`src/rtl/ti_pkg.sv`:
```
`timescale 1ns / 1ps
// Shared types and constants for the breakpoint table interpolator.
package ti_pkg;

    localparam int VAL_W      = 32;
    localparam int IDX_W      = 4;
    localparam int CNT_W      = 5;
    localparam int CLAMP_W    = 2;
    localparam int CFG_IDX_W  = 1;
    localparam int CFG_DATA_W = 5;
    localparam int PROD_W     = 2 * VAL_W;
    localparam int DCNT_W     = $clog2(VAL_W + 1);

    localparam int Q_DEPTH = 2;
    localparam int QPTR_W  = $clog2(Q_DEPTH);
    localparam int QCNT_W  = $clog2(Q_DEPTH + 1);

    localparam logic ACT_LOAD = 1'b0;
    localparam logic ACT_EVAL = 1'b1;

    localparam logic [CFG_IDX_W-1:0] CFG_LINEAR = 1'b0;
    localparam logic [CFG_IDX_W-1:0] CFG_COUNT  = 1'b1;

    localparam logic [CLAMP_W-1:0] CLAMP_NONE = 2'd0;
    localparam logic [CLAMP_W-1:0] CLAMP_LOW  = 2'd1;
    localparam logic [CLAMP_W-1:0] CLAMP_HIGH = 2'd2;

    typedef struct packed {
        logic             is_eval;
        logic             load_ok;
        logic [IDX_W-1:0] index;
        logic [VAL_W-1:0] tval;
        logic [VAL_W-1:0] fval;
    } ti_item_t;

    typedef enum logic [3:0] {
        S_IDLE,
        S_FIRST,
        S_LAST,
        S_SCAN,
        S_MUL,
        S_DSTART,
        S_DIV,
        S_FIN,
        S_DONE
    } ti_state_t;

endpackage

```
`src/rtl/table_interpolator.sv`:
```
`timescale 1ns / 1ps
// Top level of the piecewise linear breakpoint table interpolator.
//
// Channel | Handshake           | Payload
// --------+---------------------+-----------------------------------------------
// in      | in_valid / in_stall | action, entry_index, entry_time, entry_value,
//         |                     | query_time
// out     | out_valid/out_stall | result_value, segment_index, clamp_kind
// cfg     | cfg_valid/cfg_ready | cfg_index, cfg_data
//
// A load item is written to the table from the idle state. A lookup checks the first breakpoint
// (clamped below) and then the last (clamped above); inside, it scans the breakpoints between
// them, one table read per cycle. Linear mode adds a multiply, a divider start, the 32-step
// radix-2 divider and a final add.
// Reset sets linear mode and a count of one; table contents are undefined until loaded.
// A two-entry queue keeps accepting items, until it is full, while the back end works or the result is stalled.
module table_interpolator #(
    parameter int TABLE_DEPTH = 16
) (
    input  logic                          clk,
    input  logic                          rst_n,
    input  logic                          in_valid,
    output logic                          in_stall,
    input  logic                          action,
    input  logic [ti_pkg::IDX_W-1:0]      entry_index,
    input  logic [ti_pkg::VAL_W-1:0]      entry_time,
    input  logic [ti_pkg::VAL_W-1:0]      entry_value,
    input  logic [ti_pkg::VAL_W-1:0]      query_time,
    output logic                          out_valid,
    input  logic                          out_stall,
    output logic [ti_pkg::VAL_W-1:0]      result_value,
    output logic [ti_pkg::IDX_W-1:0]      segment_index,
    output logic [ti_pkg::CLAMP_W-1:0]    clamp_kind,
    input  logic                          cfg_valid,
    output logic                          cfg_ready,
    input  logic [ti_pkg::CFG_IDX_W-1:0]  cfg_index,
    input  logic [ti_pkg::CFG_DATA_W-1:0] cfg_data
);
    import ti_pkg::*;

    logic             linear_reg;
    logic [CNT_W-1:0] count_reg;
    logic             q_valid;
    ti_item_t         q_item;
    logic             q_pop;

    assign cfg_ready = 1'b1;

    always_ff @(posedge clk or negedge rst_n)
    begin
        if (!rst_n)
        begin
            linear_reg <= 1'b1;
            count_reg  <= CNT_W'(1);
        end
        else if (cfg_valid && cfg_ready)
        begin
            case (cfg_index)
                CFG_LINEAR: linear_reg <= cfg_data[0];
                CFG_COUNT:  count_reg  <= cfg_data[CNT_W-1:0];
                default:    linear_reg <= linear_reg;
            endcase
        end
    end

    ti_front #(
        .TABLE_DEPTH (TABLE_DEPTH)
    ) u_front (
        .clk         (clk),
        .rst_n       (rst_n),
        .in_valid    (in_valid),
        .in_stall    (in_stall),
        .action      (action),
        .entry_index (entry_index),
        .entry_time  (entry_time),
        .entry_value (entry_value),
        .query_time  (query_time),
        .q_valid     (q_valid),
        .q_item      (q_item),
        .q_pop       (q_pop)
    );

    ti_back #(
        .TABLE_DEPTH (TABLE_DEPTH)
    ) u_back (
        .clk           (clk),
        .rst_n         (rst_n),
        .q_valid       (q_valid),
        .q_item        (q_item),
        .q_pop         (q_pop),
        .interp_linear (linear_reg),
        .entry_count   (count_reg),
        .out_valid     (out_valid),
        .out_stall     (out_stall),
        .result_value  (result_value),
        .segment_index (segment_index),
        .clamp_kind    (clamp_kind)
    );

endmodule

```
`src/rtl/ti_ram.sv`:
```
`timescale 1ns / 1ps
// Generic single-write, single-read RAM with registered read data.
module ti_ram #(
    parameter int WIDTH = 64,
    parameter int DEPTH = 16
) (
    input  logic                     clk,
    input  logic                     wr_en,
    input  logic [$clog2(DEPTH)-1:0] wr_addr,
    input  logic [WIDTH-1:0]         wr_data,
    input  logic [$clog2(DEPTH)-1:0] rd_addr,
    output logic [WIDTH-1:0]         rd_data
);

    logic [WIDTH-1:0] mem_reg [DEPTH];
    logic [WIDTH-1:0] rd_data_reg;

    always_ff @(posedge clk)
    begin
        if (wr_en)
        begin
            mem_reg[wr_addr] <= wr_data;
        end
        rd_data_reg <= mem_reg[rd_addr];
    end

    assign rd_data = rd_data_reg;

endmodule

```
`src/rtl/ti_front.sv`:
```
`timescale 1ns / 1ps
// Input front end: classifies items and buffers them in a two-entry queue.
module ti_front #(
    parameter int TABLE_DEPTH = 16
) (
    input  logic                    clk,
    input  logic                    rst_n,
    input  logic                    in_valid,
    output logic                    in_stall,
    input  logic                    action,
    input  logic [ti_pkg::IDX_W-1:0] entry_index,
    input  logic [ti_pkg::VAL_W-1:0] entry_time,
    input  logic [ti_pkg::VAL_W-1:0] entry_value,
    input  logic [ti_pkg::VAL_W-1:0] query_time,
    output logic                    q_valid,
    output ti_pkg::ti_item_t        q_item,
    input  logic                    q_pop
);
    import ti_pkg::*;

    ti_item_t          slot_reg [Q_DEPTH];
    logic [QPTR_W-1:0] wr_ptr_reg;
    logic [QPTR_W-1:0] rd_ptr_reg;
    logic [QCNT_W-1:0] count_reg;
    logic [QCNT_W-1:0] count_next;
    ti_item_t          new_item;
    logic              push;

    assign in_stall = (count_reg == QCNT_W'(Q_DEPTH));
    assign push     = in_valid && !in_stall;
    assign q_valid  = (count_reg != '0);
    assign q_item   = slot_reg[rd_ptr_reg];

    always_comb
    begin
        new_item.is_eval = (action == ACT_EVAL);
        new_item.load_ok = (int'(entry_index) < TABLE_DEPTH);
        new_item.index   = entry_index;
        new_item.tval    = (action == ACT_EVAL) ? query_time : entry_time;
        new_item.fval    = entry_value;
    end

    always_comb
    begin
        case ({push, q_pop})
            2'b10:   count_next = count_reg + 1'b1;
            2'b01:   count_next = count_reg - 1'b1;
            default: count_next = count_reg;
        endcase
    end

    always_ff @(posedge clk or negedge rst_n)
    begin
        if (!rst_n)
        begin
            wr_ptr_reg <= '0;
            rd_ptr_reg <= '0;
            count_reg  <= '0;
        end
        else
        begin
            if (push)
            begin
                wr_ptr_reg <= wr_ptr_reg + 1'b1;
            end
            if (q_pop)
            begin
                rd_ptr_reg <= rd_ptr_reg + 1'b1;
            end
            count_reg <= count_next;
        end
    end

    always_ff @(posedge clk)
    begin
        if (push)
        begin
            slot_reg[wr_ptr_reg] <= new_item;
        end
    end

    a_pop_needs_item: assert property (@(posedge clk) disable iff (!rst_n)
        q_pop |-> q_valid)
        else $error("queue popped while empty");

    a_push_shows: assert property (@(posedge clk) disable iff (!rst_n)
        (push && !q_pop) |=> q_valid)
        else $error("pushed item not visible at queue head");

endmodule

```
`src/rtl/ti_div.sv`:
```
`timescale 1ns / 1ps
// Radix-2 restoring divider, 64-bit dividend by 32-bit divisor, one bit per cycle.
module ti_div (
    input  logic                     clk,
    input  logic                     rst_n,
    input  logic                     start,
    input  logic [ti_pkg::PROD_W-1:0] dividend,
    input  logic [ti_pkg::VAL_W-1:0]  divisor,
    output logic                     done,
    output logic [ti_pkg::VAL_W-1:0]  quotient
);
    import ti_pkg::*;

    logic [VAL_W:0]    rem_reg;
    logic [VAL_W-1:0]  low_reg;
    logic [VAL_W-1:0]  div_reg;
    logic [DCNT_W-1:0] cnt_reg;
    logic              busy_reg;
    logic              done_reg;
    logic [VAL_W:0]    shifted;
    logic [VAL_W+1:0]  diff;
    logic              fits;

    // quotient is known to fit 32 bits, so the partial remainder stays below the divisor
    assign shifted  = {rem_reg[VAL_W-1:0], low_reg[VAL_W-1]};
    assign diff     = {1'b0, shifted} - {2'b00, div_reg};
    assign fits     = !diff[VAL_W+1];
    assign done     = done_reg;
    assign quotient = low_reg;

    always_ff @(posedge clk or negedge rst_n)
    begin
        if (!rst_n)
        begin
            busy_reg <= 1'b0;
            done_reg <= 1'b0;
            cnt_reg  <= '0;
        end
        else if (start)
        begin
            busy_reg <= 1'b1;
            done_reg <= 1'b0;
            cnt_reg  <= DCNT_W'(VAL_W);
        end
        else if (busy_reg)
        begin
            cnt_reg <= cnt_reg - 1'b1;
            if (cnt_reg == DCNT_W'(1))
            begin
                busy_reg <= 1'b0;
                done_reg <= 1'b1;
            end
        end
        else
        begin
            done_reg <= 1'b0;
        end
    end

    always_ff @(posedge clk)
    begin
        if (start)
        begin
            rem_reg <= {1'b0, dividend[PROD_W-1:VAL_W]};
            low_reg <= dividend[VAL_W-1:0];
            div_reg <= divisor;
        end
        else if (busy_reg)
        begin
            rem_reg <= fits ? diff[VAL_W:0] : shifted;
            low_reg <= {low_reg[VAL_W-2:0], fits};
        end
    end

endmodule

```
`src/rtl/ti_back.sv`:
```
`timescale 1ns / 1ps
// Execution back end: table writes, clamp checks, segment scan and interpolation.
module ti_back #(
    parameter int TABLE_DEPTH = 16
) (
    input  logic                       clk,
    input  logic                       rst_n,
    input  logic                       q_valid,
    input  ti_pkg::ti_item_t           q_item,
    output logic                       q_pop,
    input  logic                       interp_linear,
    input  logic [ti_pkg::CNT_W-1:0]   entry_count,
    output logic                       out_valid,
    input  logic                       out_stall,
    output logic [ti_pkg::VAL_W-1:0]   result_value,
    output logic [ti_pkg::IDX_W-1:0]   segment_index,
    output logic [ti_pkg::CLAMP_W-1:0] clamp_kind
);
    import ti_pkg::*;

    localparam int AW    = $clog2(TABLE_DEPTH);
    localparam int RAM_W = 2 * VAL_W;

    ti_state_t          state_reg;
    ti_state_t          state_next;

    logic               ram_wr_en;
    logic [AW-1:0]      ram_rd_addr;
    logic [RAM_W-1:0]   ram_rd_data;
    logic signed [VAL_W-1:0] rd_t;
    logic signed [VAL_W-1:0] rd_f;

    logic [AW-1:0]      last_idx;
    logic               le_first;
    logic               ge_last;
    logic               advance;
    logic               out_free;
    logic               out_load;
    logic               div_start;
    logic               div_done;
    logic [VAL_W-1:0]   div_quo;

    logic signed [VAL_W-1:0] q_reg;
    logic signed [VAL_W-1:0] t0_reg;
    logic signed [VAL_W-1:0] f0_reg;
    logic [AW-1:0]      hi_idx_reg;
    logic [VAL_W-1:0]   dfm_reg;
    logic [VAL_W-1:0]   dq_reg;
    logic [VAL_W-1:0]   dt_reg;
    logic               neg_reg;
    logic [PROD_W-1:0]  prod_reg;
    logic [VAL_W-1:0]   res_val_reg;
    logic [AW-1:0]      res_seg_reg;
    logic [CLAMP_W-1:0] res_kind_reg;

    logic               out_valid_reg;
    logic [VAL_W-1:0]   out_value_reg;
    logic [IDX_W-1:0]   out_seg_reg;
    logic [CLAMP_W-1:0] out_kind_reg;

    logic signed [VAL_W:0] df_w;
    logic signed [VAL_W:0] dq_w;
    logic signed [VAL_W:0] dt_w;
    logic signed [VAL_W:0] dfm_w;

    ti_ram #(
        .WIDTH (RAM_W),
        .DEPTH (TABLE_DEPTH)
    ) u_table (
        .clk     (clk),
        .wr_en   (ram_wr_en),
        .wr_addr (AW'(q_item.index)),
        .wr_data ({q_item.tval, q_item.fval}),
        .rd_addr (ram_rd_addr),
        .rd_data (ram_rd_data)
    );

    ti_div u_div (
        .clk      (clk),
        .rst_n    (rst_n),
        .start    (div_start),
        .dividend (prod_reg),
        .divisor  (dt_reg),
        .done     (div_done),
        .quotient (div_quo)
    );

    assign rd_t = $signed(ram_rd_data[RAM_W-1:VAL_W]);
    assign rd_f = $signed(ram_rd_data[VAL_W-1:0]);

    // zero count acts as one, large counts saturate at the table depth
    always_comb
    begin
        if (entry_count == '0)
        begin
            last_idx = '0;
        end
        else if (int'(entry_count) > TABLE_DEPTH)
        begin
            last_idx = AW'(TABLE_DEPTH - 1);
        end
        else
        begin
            last_idx = AW'(int'(entry_count) - 1);
        end
    end

    assign le_first = (q_reg <= rd_t);
    assign ge_last  = (q_reg >= rd_t);
    assign advance  = (hi_idx_reg != last_idx) && (q_reg > rd_t);
    assign out_free = !out_valid_reg || !out_stall;

    assign df_w  = {rd_f[VAL_W-1], rd_f} - {f0_reg[VAL_W-1], f0_reg};
    assign dq_w  = {q_reg[VAL_W-1], q_reg} - {t0_reg[VAL_W-1], t0_reg};
    assign dt_w  = {rd_t[VAL_W-1], rd_t} - {t0_reg[VAL_W-1], t0_reg};
    assign dfm_w = df_w[VAL_W] ? -df_w : df_w;

    always_comb
    begin
        state_next = state_reg;
        case (state_reg)
            S_IDLE:
            begin
                if (q_valid && q_item.is_eval)
                begin
                    state_next = S_FIRST;
                end
            end
            S_FIRST:  state_next = le_first ? S_DONE : S_LAST;
            S_LAST:   state_next = ge_last ? S_DONE : S_SCAN;
            S_SCAN:
            begin
                if (advance)
                begin
                    state_next = S_SCAN;
                end
                else if (interp_linear)
                begin
                    state_next = S_MUL;
                end
                else
                begin
                    state_next = S_DONE;
                end
            end
            S_MUL:    state_next = S_DSTART;
            S_DSTART: state_next = S_DIV;
            S_DIV:    state_next = div_done ? S_FIN : S_DIV;
            S_FIN:    state_next = S_DONE;
            S_DONE:   state_next = out_free ? S_IDLE : S_DONE;
            default:  state_next = S_IDLE;
        endcase
    end

    always_comb
    begin
        q_pop       = 1'b0;
        ram_wr_en   = 1'b0;
        ram_rd_addr = '0;
        div_start   = 1'b0;
        out_load    = 1'b0;
        case (state_reg)
            S_IDLE:
            begin
                q_pop     = q_valid;
                ram_wr_en = q_valid && !q_item.is_eval && q_item.load_ok;
            end
            S_FIRST:  ram_rd_addr = last_idx;
            S_LAST:   ram_rd_addr = AW'(1);
            S_SCAN:   ram_rd_addr = hi_idx_reg + 1'b1;
            S_DSTART: div_start = 1'b1;
            S_DONE:   out_load = out_free;
            default:  ram_rd_addr = '0;
        endcase
    end

    always_ff @(posedge clk or negedge rst_n)
    begin
        if (!rst_n)
        begin
            state_reg     <= S_IDLE;
            out_valid_reg <= 1'b0;
        end
        else
        begin
            state_reg <= state_next;
            if (out_load)
            begin
                out_valid_reg <= 1'b1;
            end
            else if (!out_stall)
            begin
                out_valid_reg <= 1'b0;
            end
        end
    end

    always_ff @(posedge clk)
    begin
        case (state_reg)
            S_IDLE:
            begin
                q_reg <= $signed(q_item.tval);
            end
            S_FIRST:
            begin
                t0_reg <= rd_t;
                f0_reg <= rd_f;
                if (le_first)
                begin
                    res_val_reg  <= rd_f;
                    res_seg_reg  <= '0;
                    res_kind_reg <= CLAMP_LOW;
                end
            end
            S_LAST:
            begin
                hi_idx_reg <= AW'(1);
                if (ge_last)
                begin
                    res_val_reg  <= rd_f;
                    res_seg_reg  <= last_idx;
                    res_kind_reg <= CLAMP_HIGH;
                end
            end
            S_SCAN:
            begin
                if (advance)
                begin
                    t0_reg     <= rd_t;
                    f0_reg     <= rd_f;
                    hi_idx_reg <= hi_idx_reg + 1'b1;
                end
                else
                begin
                    res_val_reg  <= f0_reg;
                    res_seg_reg  <= hi_idx_reg - 1'b1;
                    res_kind_reg <= CLAMP_NONE;
                    dfm_reg      <= dfm_w[VAL_W-1:0];
                    dq_reg       <= dq_w[VAL_W-1:0];
                    dt_reg       <= dt_w[VAL_W-1:0];
                    neg_reg      <= df_w[VAL_W];
                end
            end
            S_MUL:
            begin
                prod_reg <= PROD_W'(dfm_reg) * PROD_W'(dq_reg);
            end
            S_FIN:
            begin
                // quotient never exceeds |f1 - f0|, so the sum stays in range
                res_val_reg <= neg_reg ? (f0_reg - div_quo) : (f0_reg + div_quo);
            end
            S_DONE:
            begin
                if (out_load)
                begin
                    out_value_reg <= res_val_reg;
                    out_seg_reg   <= IDX_W'(res_seg_reg);
                    out_kind_reg  <= res_kind_reg;
                end
            end
            default:
            begin
            end
        endcase
    end

    assign out_valid     = out_valid_reg;
    assign result_value  = out_value_reg;
    assign segment_index = out_seg_reg;
    assign clamp_kind    = out_kind_reg;

    a_out_from_done: assert property (@(posedge clk) disable iff (!rst_n)
        $rose(out_valid_reg) |-> $past(state_reg == S_DONE))
        else $error("result appeared outside the done state");

    a_div_done_in_div: assert property (@(posedge clk) disable iff (!rst_n)
        div_done |-> (state_reg == S_DIV))
        else $error("divider finished while sequencer not waiting");

    a_inside_seg: assert property (@(posedge clk) disable iff (!rst_n)
        (state_reg == S_DONE && res_kind_reg == CLAMP_NONE) |-> (res_seg_reg < last_idx))
        else $error("inside segment index past last breakpoint");

endmodule
```
`config.mk`:
```
export PLATFORM = sky130hd
export DESIGN_NAME = table_interpolator
export DESIGN_NICKNAME = d
export VERILOG_FILES = /design/src/rtl/ti_pkg.sv /design/src/rtl/table_interpolator.sv /design/src/rtl/ti_ram.sv /design/src/rtl/ti_front.sv /design/src/rtl/ti_div.sv /design/src/rtl/ti_back.sv
export SDC_FILE = /design/constraint.sdc
export NUM_CORES = 2
export LEC_CHECK = 0
export BUFFER_PORTS_ARGS = -buffer_cell sky130_fd_sc_hd__buf_2
export CAP_MARGIN = 20
export CORE_AREA = 2 2 362 543
export DETAILED_ROUTE_END_ITERATION = 10
export DIE_AREA = 0 0 364 545
export HOLD_SLACK_MARGIN = 0.06
export PLACE_DENSITY = 0.71
export RECOVER_POWER = 25
export SETUP_SLACK_MARGIN = 0.4
export SYNTH_ARGS = -nofsm -noshare
export SYNTH_HDL_FRONTEND = slang
export SYNTH_SLANG_ARGS = --single-unit
```
`constraint.sdc`:
```
create_clock -name clk -period 10.12 [get_ports clk]
set_input_delay 2.024 -clock clk [delete_from_list [all_inputs] [get_ports clk]]
set_output_delay 2.024 -clock clk [all_outputs]
set_load 0.05 [all_outputs]
```
=== After elaboration in Yosys (flattened, before gate mapping) ===
Memories as Yosys holds them, arrays and structs flattened. A register that Yosys moved wholly into a read port is not among the register bits.
Cells that the tools add are included.

* Flip-flop bits (word level): 456
* RAM bits: 1,162
* Output and inout bits: 41
* Word-level logic and storage cells: 156
* Memories: 2

{| class="wikitable"
|+ Memory list
! name !! words !! width !! read ports !! clocked after Yosys merged registers in !! write ports !! RTL line !! source
|-
| u_back.u_table.mem_reg || 16 || 64 || 1 || 1 || 1 || ti_ram.sv:15 || <nowiki>logic [WIDTH-1:0] mem_reg [DEPTH];</nowiki>
|-
| u_front.slot_reg || 2 || 69 || 1 || 0 || 1 || ti_front.sv:21 || <nowiki>ti_item_t slot_reg [Q_DEPTH];</nowiki>
|}

* Add/sub/neg operators: 15
* Multipliers: 1
* Order comparisons: 4
* Equality and inequality tests: 20
* Muxes and demuxes: 56
* Bitwise gates (word level): 2
* Reduce and logical (&&, ||, !) cells: 28

{| class="wikitable"
|+ Operators with widths
! operator !! count
|-
| 32-bit 2-to-1 mux || 13
|-
| 32-bit case mux with 2 select lines || 2
|-
| 32-bit case mux with 4 select lines || 1
|-
| 32-bit subtractor || 3
|-
| 32-bit by 32-bit multiplier with 64-bit output || 1
|-
| 4-bit 2-to-1 mux || 12
|-
| 4-bit case mux with 9 select lines || 1
|-
| 33-bit by 32-bit subtractor with 34-bit output || 1
|-
| 32-bit by 32-bit subtractor with 33-bit output || 1
|-
| 32-bit adder || 1
|-
| 32-bit >= comparator || 1
|-
| 32-bit > comparator || 1
|-
| 32-bit less-or-equal comparator || 1
|-
| 32-bit negator || 1
|-
| 4-bit case mux with 3 select lines || 2
|-
| 1-bit 2-to-1 mux || 17
|-
| 4-bit by 3-bit equality test with 1-bit output (second input constant) || 4
|-
| 6-bit 2-to-1 mux || 2
|-
| 2-bit AND reduction || 6
|-
| 2-bit by 1-bit inequality test with 1-bit output (second input constant) || 5
|-
| 2-bit nonzero test || 5
|-
| 4-bit by 2-bit equality test with 1-bit output (second input constant) || 2
|-
| 4-bit case mux with 2 select lines || 1
|-
| 4-bit AND reduction || 2
|-
| 27 further kinds || 40
|}

=== Logic depth before layout (Yosys ltp) ===
* Depth in word-level cells: 7
* Gate-level depth with buffers: 29
* Depth with buffers taken out: 27

=== Hierarchy ===
A second synthesis with hierarchy kept.

* Cells, all modules: 7,895
* Area, all modules: 104,904.4 um2

{| class="wikitable"
|+ By module, submodules not included
! module !! times used !! cells each !! area each (um2)
|-
| ti_back || 1 || 5,422 || 52,940.8
|-
| ti_ram || 1 || 1,647 || 39,581.7
|-
| ti_div || 1 || 540 || 6,188.4
|-
| ti_front || 1 || 270 || 5,945.7
|-
| table_interpolator || 1 || 16 || 247.7
|}

=== Worst setup path before layout ===
OpenSTA, ideal clock, no wires.

* Path type: flip-flop to flip-flop
* From: register u_back.dq_reg[8]
* To: register u_back.prod_reg[63], data pin
* Arrival time: 7.641 ns
* Data required time: 9.946 ns
* Path slack: 2.305 ns
* Stages on the path, launching flop included: 28
* Period minus slack after synthesis: 7.815 ns
* Cell sequence: edfxtp_1 clkbuf_1 nand2_1 fa_1 inv_1 fa_1 inv_1 fa_1 inv_1 fa_1 fa_1 fa_1 fa_1 inv_1 fa_1 inv_1 ha_1 clkbuf_1 nand2_1 o21a_1 a21boi_0 or3_1 a21oi_1 o31ai_1 o41ai_1 a2111oi_0 a41o_1 a311oi_1

* Cells in the longest elaborated chain, start to end: 1

{| class="wikitable"
|+ Ends and longest elaborated chain
! what !! RTL line !! source
|-
| start, declared || ti_back.sv:48 || <nowiki>logic [VAL_W-1:0] dq_reg;</nowiki>
|-
| start signal, assigned || ti_back.sv:240 || <nowiki>dq_reg <= dq_w[VAL_W-1:0];</nowiki>
|-
| 32-bit by 32-bit multiplier with 64-bit output || ti_back.sv:247 || <nowiki>prod_reg <= PROD_W'(dfm_reg) * PROD_W'(dq_reg);</nowiki>
|-
| end signal, assigned || ti_back.sv:247 ||
|-
| end, declared || ti_back.sv:51 || <nowiki>logic [PROD_W-1:0] prod_reg;</nowiki>
|}

No other way between the ends.
A chain may end at the register's enable or synchronous reset.

=== Worst setup path in the final report ===
* From: register u_back.dfm_reg[0]
* To: register u_back.prod_reg[63], data pin

* Cells in the longest elaborated chain, start to end: 1

{| class="wikitable"
|+ Ends and longest elaborated chain
! what !! RTL line !! source
|-
| start, declared || ti_back.sv:47 || <nowiki>logic [VAL_W-1:0] dfm_reg;</nowiki>
|-
| start signal, assigned || ti_back.sv:239 || <nowiki>dfm_reg <= dfm_w[VAL_W-1:0];</nowiki>
|-
| 32-bit by 32-bit multiplier with 64-bit output || ti_back.sv:247 ||
|}

No other way between the ends.

==> results.md <==
- Outcome: complete, but fails checks
- Failing checks: max-capacitance violations, max-slew violations
- Fin Setup TNS: 0 ps
- Detailed Routing Iterations Pass 1: 7
- CTS sink count: 1682
- CP dominant cell by count: fa_1
- Final Skew: 61.6 ps
- Unrepaired setup endpoints after global routing: no
- Fmax: 106 MHz
- Row Count: 198
- Fill count: 15400
- Synth Instances: 9136
- Hold-fix buffers at CTS: 0
- Die Height: 545 um
- Fin nets: 10600
- PostCTS Resize Cnt: 0
- DR iter-0 viols: 5351
- Flops & latches, synth: 1682
- Crit path buffers/inverters: 5
- Max-cap viol count: 11
- DP Wirelength: 186 mm
- Crit. End Element: flip-flop
- Mapped cell area: 106000 sq um
- CP startpoint kind: flip-flop
- Core Region: 193000 sq um
- Final Cycle Share: 93.2%
- Cell taking the most area after synthesis: edfxtp_1
- Remaining DRCs: 0
- Post-synth EDFFs: 1595
- Postcts setup bufs: 0
- Number of flip-flops in the largest register: 1024
- Post-detailed-route count of antenna-violating nets: 0
- IO Port Bufs: 151
- H-tree level count: 4
- Crit path DAT: 10040 ps
- Max stage delay on crit path: 1070 ps
- GPL Wtd Cong: 0.910
- Layout cells sized above 1: 6.77%
- Die width: 364 um
- Largest net degree at the start of global routing: 239
- Starting Density: 54.8%
- Gr ovfl total: 0
- CTS tree: built
- Sequential area share after synthesis: 46.9%
- Final setup violating endpoints: 0
- CTS max path bufs: 4
- Antenna violations before repair: 10
- Clk slew on worst S/H paths: 60 ps
- Finished Core Util: 59.1%
- Gr usage total: 27.1%
- Yosys Warn Count: 0
- Area Overhead vs Synth: 7.80%
- Clock root buffer master: clkbuf_16
- Avg Cell Area, Syn: 11.6 sq um
- Vias in the first global route: 72000
- Total Wirelength: 266 mm
- Vias per inst: 5.84
- Top_reg_cell synth: edfxtp_1
- Worst hold-check path type: reg2reg
- DR WL/cell: 22.5 um
- Synth async-reset ratio: 1.37%
- Crit-path max FO: 19
- Final Slew Violations: 409
- Num CTS Buffers: 157
- Ranking of synthesized cells by area: edfxtp_1 45%, fa_1 17%, ha_1 5.4%
- FF+latch area: 49800 sq um
- Final hold violation count: 0
- Slowest-stage cell, CP: clkbuf_1
- Post-synthesis cell type count: 95
- Clock latency on the worst-skew pair: 810 ps
- Path type of the worst setup path: reg2reg
- Multi-input gate area: 50600 sq um
- Worst EP required: 10730 ps
- Least-Margin Pin Slew: 4510 ps
- Boundary Pins: 153
- Post-synth top area share: 45.1%
- Post-synth top cells: 1595 x edfxtp_1, 1197 x nand2_1, 1082 x inv_1, 901 x fa_1, 862 x and2_1
- Via count: 69200
- Global-route wire length before repair: 411 mm
- Max transition margin: -201%
- Top-count cell post-synth: edfxtp_1
- Syn nets: 10600
- DIE AREA: 198000 sq um
- Family with the most delay on the worst path: adder cells
- Final min period: 9430 ps
==> layout by cell type (no fill, tap or decap), drive strengths merged, types with 10 or more instances in the layout <==
cell	Yosys	routed
a2111oi	11	11
a211oi	344	344
a21o	108	108
a21oi	378	378
a22oi	29	29
a311oi	133	133
a31oi	176	176
and2	862	862
and3	24	24
buf	20	282
clkbuf	468	223
clkinv	0	61
dfrtp	21	21
dfxtp	64	64
edfxtp	1595	1595
fa	901	901
ha	460	460
inv	1083	1088
mux2	107	107
nand2	1198	1198
nand2b	34	34
nand3	59	59
nand4	25	25
nor2	232	232
nor2b	44	44
nor3	56	56
nor4	11	11
o211ai	10	10
o21a	42	42
o21ai	158	158
o21bai	21	21
o22ai	14	14
o31ai	15	15
or2	14	14
or3	17	17
xnor2	178	178
xor2	78	78
==> per-stage QoR <==
step / setup WS (ps) / hold WS [ps] / cells / instance area, sq um
floorplan: 2300 / 400 / 9136 / 106000
global placement: 948 / 401 / 11600 / 110000
detailed placement: 823 / 405 / 11600 / 110000
CTS: 837 / 403 / 11800 / 114000
global route: 298 / 406 / 11800 / 114000
finish: 687 / 407 / 11800 / 114000
==> worst reg2reg max path: stages (launching register included) <==
cell and delay (ps):
edfxtp_1 650, clkbuf_1 1070, nand2_1 190, fa_1 500, fa_1 500, inv_1 50
fa_1 390, fa_1 630, fa_1 470, fa_1 400, fa_1 520, inv_1 50
fa_1 480, inv_1 50, ha_1 380, nand2_1 150, o21a_1 220, a21boi_0 150
or3_1 390, a21oi_1 490, o31ai_1 160, buf_4 190, o41ai_1 520, a2111oi_0 200
a41o_1 250, a311oi_1 230
==> kinds of logic after synthesis <==
kind of cell,synth area share [%]
muxes,1.19
buffers and inverters,5.58
other,0.00353
DFF,46.9
xor gates and xnor gates,2.11
and+or+nand+nor,12.0
AOI/OAI and AO/OA,9.73
adders and majority gates,22.4
==> layer usage <==
layer | share of wire [%] | GRT usage (%)
met5 | 0.014 | 0
met4 | 4.7 | 11.9
met3 | 5.1 | 2.49
met2 | 52 | 48.9
met1 | 38 | 32.9
==> area by class of cell <==
class	instances	area share (%)
antenna	3	0.00656
clock buffer	193	3.62
clock inverter	79	0.446
inverter	1083	3.55
multi-input combinational	5883	44.3
sequential	1682	43.5
tap	2600	2.84
timing repair buffer	312	1.77
==> worst paths after layout <==
check / startpoint / to / slack (ps) / depth (start not counted)
max: u_back.dfm_reg[0] / u_back.prod_reg[63] / 690 / 25
max reg2reg: u_back.dfm_reg[0] / u_back.prod_reg[63] / 690 / 25
min: u_back.dt_reg[25] / u_back.u_div.div_reg[25] / 410 / 0
max in group asynchronous: rst_n / u_back.u_div.cnt_reg[0] / 7570 / 1
min in group asynchronous: rst_n / u_front.rd_ptr_reg / 1590 / 1
min reg2reg: u_back.dt_reg[25] / u_back.u_div.div_reg[25] / 410 / 0
Power is not shown: default switching activity piles up to over one toggle a cycle in this logic, so the estimate is an artifact.
